`src/hdl/pbm_pkg.sv`:
```
// Shared types and constants for the ARGB8888 pixel blend mode unit.
package pbm_pkg;

    localparam int CH_W   = 8;
    localparam int PIX_W  = 32;
    localparam int MODE_W = 3;

    typedef logic [MODE_W-1:0] mode_t;

    localparam mode_t MODE_REPLACE = 3'd0;
    localparam mode_t MODE_ALPHA   = 3'd1;
    localparam mode_t MODE_ADD     = 3'd2;
    localparam mode_t MODE_OVERLAY = 3'd3;
    localparam mode_t MODE_LIGHTEN = 3'd4;

    localparam mode_t MODE_RESET = MODE_ALPHA;

    localparam logic [CH_W-1:0] CH_MAX = 8'd255;

    // Control that the top level hands to each color channel pipeline.
    typedef struct packed {
        logic  en;       // advance every stage
        mode_t mode_s2;  // mode of the request in the last channel stage
    } chan_ctrl_t;

endpackage

```
`src/hdl/pbm_chan.sv`:
```
// Three-stage blend datapath for one 8-bit color channel.
module pbm_chan (
    input  logic                  clk,
    input  pbm_pkg::chan_ctrl_t   ctrl,
    input  logic [7:0]            s,
    input  logic [7:0]            d,
    input  logic [7:0]            a,
    output logic [7:0]            r
);
    import pbm_pkg::*;

    // stage 1 combinational
    logic signed [8:0]  diff;
    logic signed [17:0] aprod_full;
    logic [7:0]         ovl_m0;
    logic [7:0]         ovl_m1;
    logic [15:0]        ovl_prod;

    // stage 1 registers
    logic signed [16:0] aprod_reg;
    logic [16:0]        ovl_x_reg;
    logic               ovl_hi_reg;
    logic [7:0]         s1_reg;
    logic [7:0]         d1_reg;

    // stage 2 combinational
    logic signed [8:0]  aq;
    logic [7:0]         alpha_next;
    logic [9:0]         add_t;
    logic [9:0]         add_m1;
    logic [7:0]         add_next;
    logic [7:0]         max_next;
    logic [17:0]        est_sum;

    // stage 2 registers
    logic [7:0]         alpha_reg;
    logic [7:0]         add_reg;
    logic [7:0]         max_reg;
    logic [16:0]        ovl_x2_reg;
    logic [9:0]         ovl_q0_reg;
    logic               ovl_hi2_reg;

    // stage 3 combinational
    logic [17:0]        ovl_rem;
    logic [9:0]         ovl_q;
    logic [7:0]         ovl_res;

    always_comb
    begin
        diff       = $signed({1'b0, s}) - $signed({1'b0, d});
        aprod_full = $signed({1'b0, a}) * diff;
        // upper half uses the inverted operands: 255 - x is ~x on 8 bits
        ovl_m0     = d[7] ? ~s : s;
        ovl_m1     = d[7] ? ~d : d;
        ovl_prod   = ovl_m0 * ovl_m1;
    end

    always_ff @(posedge clk)
    begin
        if (ctrl.en)
        begin
            aprod_reg  <= aprod_full[16:0];
            ovl_x_reg  <= {ovl_prod, 1'b0};
            ovl_hi_reg <= d[7];
            s1_reg     <= s;
            d1_reg     <= d;
        end
    end

    always_comb
    begin
        // floor division by 256
        aq         = aprod_reg[16:8];
        alpha_next = aq[7:0] + d1_reg;

        add_t  = {2'b00, d1_reg} + {1'b0, s1_reg, 1'b0};
        add_m1 = add_t - 10'd1;
        if (add_t == 10'd0)
            add_next = 8'd0;
        else if (add_m1 > {2'b00, CH_MAX})
            add_next = CH_MAX;
        else
            add_next = add_m1[7:0];

        max_next = (s1_reg > d1_reg) ? s1_reg : d1_reg;

        // estimate x / 255, low by at most one
        est_sum = {1'b0, ovl_x_reg} + {9'd0, ovl_x_reg[16:8]} + 18'd1;
    end

    always_ff @(posedge clk)
    begin
        if (ctrl.en)
        begin
            alpha_reg   <= alpha_next;
            add_reg     <= add_next;
            max_reg     <= max_next;
            ovl_x2_reg  <= ovl_x_reg;
            ovl_q0_reg  <= est_sum[17:8];
            ovl_hi2_reg <= ovl_hi_reg;
        end
    end

    always_comb
    begin
        ovl_rem = {1'b0, ovl_x2_reg} - {ovl_q0_reg, 8'd0} + {8'd0, ovl_q0_reg};
        ovl_q   = (ovl_rem >= 18'd255) ? ovl_q0_reg + 10'd1 : ovl_q0_reg;
        ovl_res = ovl_hi2_reg ? CH_MAX - ovl_q[7:0] : ovl_q[7:0];

        case (ctrl.mode_s2)
            MODE_ALPHA:   r = alpha_reg;
            MODE_ADD:     r = add_reg;
            MODE_OVERLAY: r = ovl_res;
            MODE_LIGHTEN: r = max_reg;
            default:      r = 8'd0;
        endcase
    end

endmodule

```
`src/hdl/pixel_blend_mode_unit_top.sv`:
```
// Top level of the ARGB8888 pixel blend mode unit.
// An accepted request passes the stage-one, stage-two and output registers in order to result valid.
// Throughput: one pixel pair per cycle; the pipeline holds as a whole while
// the output register is full and not taken.
// Reset clears all valid bits and sets the blend mode to alpha blend.
module pixel_blend_mode_unit_top (
    input  logic                   clk,
    input  logic                   rst_n,
    input  logic                   cfg_we,
    input  pbm_pkg::mode_t         cfg_wdata,
    input  logic                   in_valid,
    output logic                   in_ready,
    input  logic [31:0]            src_pixel,
    input  logic [31:0]            dest_pixel,
    output logic                   out_valid,
    input  logic                   out_ready,
    output logic [31:0]            result_pixel
);
    import pbm_pkg::*;

    mode_t            mode_reg;
    logic             en;
    logic             v1_reg;
    logic             v2_reg;
    logic             out_valid_reg;
    logic [PIX_W-1:0] src1_reg;
    logic [PIX_W-1:0] dst1_reg;
    mode_t            mode1_reg;
    logic [PIX_W-1:0] src2_reg;
    logic [PIX_W-1:0] dst2_reg;
    mode_t            mode2_reg;
    logic [PIX_W-1:0] result_reg;
    logic [PIX_W-1:0] result_next;
    logic [PIX_W-1:0] blended;
    logic [CH_W-1:0]  alpha2;
    chan_ctrl_t       ctrl;
    logic [CH_W-1:0]  ch_res [3];

    assign en        = !out_valid_reg || out_ready;
    assign in_ready  = en;
    assign out_valid = out_valid_reg;
    assign result_pixel = result_reg;

    assign ctrl.en      = en;
    assign ctrl.mode_s2 = mode2_reg;

    always_ff @(posedge clk or negedge rst_n)
    begin
        if (!rst_n)
            mode_reg <= MODE_RESET;
        else if (cfg_we)
            mode_reg <= cfg_wdata;
    end

    always_ff @(posedge clk or negedge rst_n)
    begin
        if (!rst_n)
        begin
            v1_reg        <= 1'b0;
            v2_reg        <= 1'b0;
            out_valid_reg <= 1'b0;
        end
        else if (en)
        begin
            v1_reg        <= in_valid;
            v2_reg        <= v1_reg;
            out_valid_reg <= v2_reg;
        end
    end

    always_ff @(posedge clk)
    begin
        if (en)
        begin
            src1_reg   <= src_pixel;
            dst1_reg   <= dest_pixel;
            mode1_reg  <= mode_reg;
            src2_reg   <= src1_reg;
            dst2_reg   <= dst1_reg;
            mode2_reg  <= mode1_reg;
            result_reg <= result_next;
        end
    end

    for (genvar c = 0; c < 3; c++)
    begin : g_chan
        pbm_chan u_chan (
            .clk  (clk),
            .ctrl (ctrl),
            .s    (src_pixel[c*CH_W +: CH_W]),
            .d    (dest_pixel[c*CH_W +: CH_W]),
            .a    (src_pixel[PIX_W-1 -: CH_W]),
            .r    (ch_res[c])
        );
    end

    assign alpha2  = src2_reg[PIX_W-1 -: CH_W];
    assign blended = {alpha2, ch_res[2], ch_res[1], ch_res[0]};

    always_comb
    begin
        unique case (mode2_reg) inside
            MODE_REPLACE:
                result_next = src2_reg;
            MODE_ALPHA:
            begin
                // opaque source copies, transparent source leaves destination
                if (alpha2 == CH_MAX)
                    result_next = src2_reg;
                else if (alpha2 == 8'd0)
                    result_next = dst2_reg;
                else
                    result_next = blended;
            end
            MODE_ADD, MODE_OVERLAY, MODE_LIGHTEN:
                result_next = blended;
            default:
                result_next = dst2_reg;
        endcase
    end

endmodule

```
`config.mk`:
```
export PLATFORM = sky130hd
export DESIGN_NAME = pixel_blend_mode_unit_top
export DESIGN_NICKNAME = d
export VERILOG_FILES = /design/src/hdl/pbm_pkg.sv /design/src/hdl/pbm_chan.sv /design/src/hdl/pixel_blend_mode_unit_top.sv
export SDC_FILE = /design/constraint.sdc
export NUM_CORES = 2
export LEC_CHECK = 0
export ABC_AREA = 1
export BUFFER_PORTS_ARGS = -buffer_cell sky130_fd_sc_hd__buf_2
export CAP_MARGIN = 0
export CORE_ASPECT_RATIO = 1.25
export CORE_UTILIZATION = 60
export CTS_BUF_LIST = sky130_fd_sc_hd__clkbuf_4
export DETAILED_ROUTE_END_ITERATION = 8
export PLACE_DENSITY = 0.74
export SYNTH_ARGS = -nofsm -noshare
export SYNTH_HDL_FRONTEND = slang
export SYNTH_SLANG_ARGS = --single-unit
```
`constraint.sdc`:
```
create_clock -name clk -period 12.55 [get_ports clk]
set_input_delay 0.6275 -clock clk [delete_from_list [all_inputs] [get_ports clk]]
set_output_delay 0.6275 -clock clk [all_outputs]
set_load 0.02 [all_outputs]
```
==> key figures <==
Status
  – Outcome: finished, final reports clean

Global route
  – Pin count of the biggest net entering global routing: 85
  – Vias in the first global route: 28100
  – GRT Util Overall: 27.7%
  – First-pass GRT wire length: 135000 um
  – Initial antenna violation count: 4
  – GR Overflow Total: 0

Synthesis
  – EDFF count, synth: 388
  – Ys flop type: edfxtp_1
  – Mean Syn Cell Area: 8.69 um2
  – Distinct cells, synth: 57
  – Ys async rst share: 1.52%
  – Syn Nets: 4927
  – Synthesized area: 36200 um2
  – Yosys warnings: 0
  – Post-synthesis cell count: 4171
  – Seq cells post-synth: 394
  – Sequential area share after synthesis: 32.6%

Power
  – Comb pwr share: 64.8%
  – Reg power frac: 24.1%
  – P_sw: 5.05 mW
  – VDD IR max: 0.350 mV
  – Clock power share: 11.1%
  – Int Power: 5.47 mW
  – Static Leakage: 20.3 nW
  – Power Dens Cells: 265 nW/um2
  – Switching share of power: 48.0%

Place
  – Port Buffers: 105
  – Gpl congestion: 0.931
  – DP Wirelength: 65600 um

Route
  – Wirelength per Cell: 15.9 um
  – Initial DRC count: 1391
  – Total DRC errors in the routed layout: 0
  – Final ANT Viol Nets: 0
  – 1st-pass router iterations: 5
  – Total Wirelength: 83300 um
  – Via density: 5.34
  – DR vias: 28000

Die
  – Effective utilization at floorplan: 60.7%
  – Die Width: 222 um
  – I/O pins: 106
  – Site Rows: 100
  – Die Span Y: 277 um
  – Core footprint: 59700 um2
  – Die area: 61400 um2

STA
  – Setup repair after global routing missed its margin: false
  – Clock Skew: 0.0994 ns
  – Fmax: 0.149 GHz
  – Min Tclk post-route: 6.70 ns
  – TNS Setup: 0 ns
  – Worst hold slack: 0.0826 ns
  – Worst Max-Slew Pin Slew: 1.10 ns
  – Tcrit/Tclk final: 53.4%
  – Headroom to the max-slew limit: 26.4%
  – Final hold vios: 0
  – Slew Limit Fails: 0
  – Setup violators final: 0

Setup path
  – CP arrival: 7.30 ns
  – Critical path capture point type: register
  – CP max stage cell: dlygate4sd3_1
  – Critical path type: in -> reg
  – Worst path max stage delay: 0.54 ns
  – Worst path required time: 13.15 ns
  – Worst R2R Path Depth: 22
  – CP max FO: 5
  – CP startpoint kind: input pin

Clocking
  – Post-CTS Setup Inserts: 0
  – Clock Latency Late Sink: 0.92 ns
  – H-tree levels: 3
  – Sink Count: 394
  – Worst-path clk slew: 0.06 ns
  – Num CTS Buffers: 102
  – Clk buf depth: 3
  – Post-CTS Resized: 0
  – Root Driver: clkbuf_4
  – CTS tree: done

Layout
  – Share of cells above drive strength 1: 7.93%
  – NumNets Final: 5154
  – Core Util, Final: 66.4%
  – # fillers: 4857
  – P&R area growth vs syn: 9.35%

Flow run
  – Max_cap viols: 0

Worst hold path
  – Hold crit path type: in -> async
[power by group through the flow]
stage	Clock (mW)	Combinational (mW)	Sequential, mW
final	1.17	6.81	2.54
after global routing	1.27	7.87	2.58
after detailed placement	0	6.77	2.57
after global placement	0	6.58	2.55
after floorplan	0	5.26	2.58
after CTS	1.20	6.83	2.54
[worst max-delay path: cells and delay by family]
kind	cells	cell delay [ns]
adder cells (fa/ha/maj)	7	3.28
AND/OR/NAND/NOR	13	1.81
buffers and inverters	7	0.95
AO/OA/AOI/OAI	4	0.48
XOR/XNOR	1	0.14
[cells in the final DEF, fill, tap and decap left out, types with 39 or more instances in the layout]
| cell type | Yosys | layout |
|---|---|---|
| clkbuf_4 | 0 | 142 |
| nand4_1 | 39 | 39 |
| o21ai_0 | 98 | 98 |
| dlygate4sd3_1 | 0 | 61 |
| nor2_1 | 388 | 385 |
| buf_2 | 5 | 105 |
| fa_1 | 234 | 234 |
| nand3_1 | 157 | 157 |
| a21oi_1 | 243 | 243 |
| xor2_1 | 103 | 103 |
| nand2_1 | 785 | 784 |
| xnor2_1 | 102 | 102 |
| inv_1 | 889 | 889 |
| edfxtp_1 | 388 | 388 |
| ha_1 | 450 | 450 |
[cell families (layout without fill, tap and decap cells)]
family	Yosys count	after routing	share of synthesized area (%)
simple gates	1483	1483	17.1
buf+inv	960	1268	9.99
fa+ha+maj	684	684	28.5
compound gates	440	440	6.77
flops	394	394	32.6
xor+xnor	206	206	5.00
mux	4	4	0.124
other cells	0	3	0
[through the flow]
step	instance area, um2	instances	worst slack [ns]	power (mW)
2_1_floorplan	36200	4171	2.23	7.84
3_3_place_gp	37600	4998	5.63	9.13
3_5_place_dp	37600	4998	5.51	9.34
4_1_cts	39600	5244	5.93	10.6
5_1_grt	39600	5247	5.42	11.7
6_report	39600	5247	5.85	10.5
[final cells by class]
type	count	area (um2)	share of cell area (%)
clock buffer	142	1070	2.69
sequential	394	11800	29.8
antenna	3	7.51	0.0189
inverter	901	3380	8.53
multi-input combinational	2817	20900	52.6
clock inverter	43	315	0.795
timing repair buffer	182	1260	3.17
tap	765	957	2.41
[synthesized netlist by cell type (all sizes together), types with 18 or more instances]
library cell	number	share of area, %
nand4	39	0.67
ha	450	16
edfxtp	388	32
nor3	18	0.26
o21ai	108	1.5
clkbuf	50	0.52
xor2	104	2.5
inv	897	9.3
o21bai	22	0.48
nor2	403	4.3
fa	234	13
xnor2	102	2.5
nand3b	20	0.42
a21oi	246	3.4
nand2	793	8.3
or2	24	0.41
nand3	162	2.3
[routing by layer]
layer / wire [um] / global-route usage, % / up-vias
met5: 0 / 0 / -
met4: 4260 / 15.5 / 0
met3: 4030 / 3.95 / 235
met2: 43200 / 50.8 / 778
met1: 31800 / 30.5 / 13200
li1: - / - / 13800
[final timing paths]
check | startpoint | endpoint | slack (ns)
setup / recovery | src_pixel[18] | g_chan[2].u_chan.aprod_reg[13] | 5.85
hold / removal | rst_n | v2_reg | 0.08
setup reg to reg | g_chan[1].u_chan.ovl_q0_reg[0] | result_pixel[9] | 8.34
hold reg to reg | src1_reg[26] | src2_reg[26] | 0.41
max in group asynchronous | rst_n | mode_reg[0] | 12.25
min in group clk | src_pixel[24] | src1_reg[24] | 0.19
[what timing repair did]
action / in CTS / in global routing
hold buffers: 61 / 0
endpoints found under the hold margin: 63 / 0
setup endpoints to repair: 0 / 0
(Power assumes the default switching activity.)
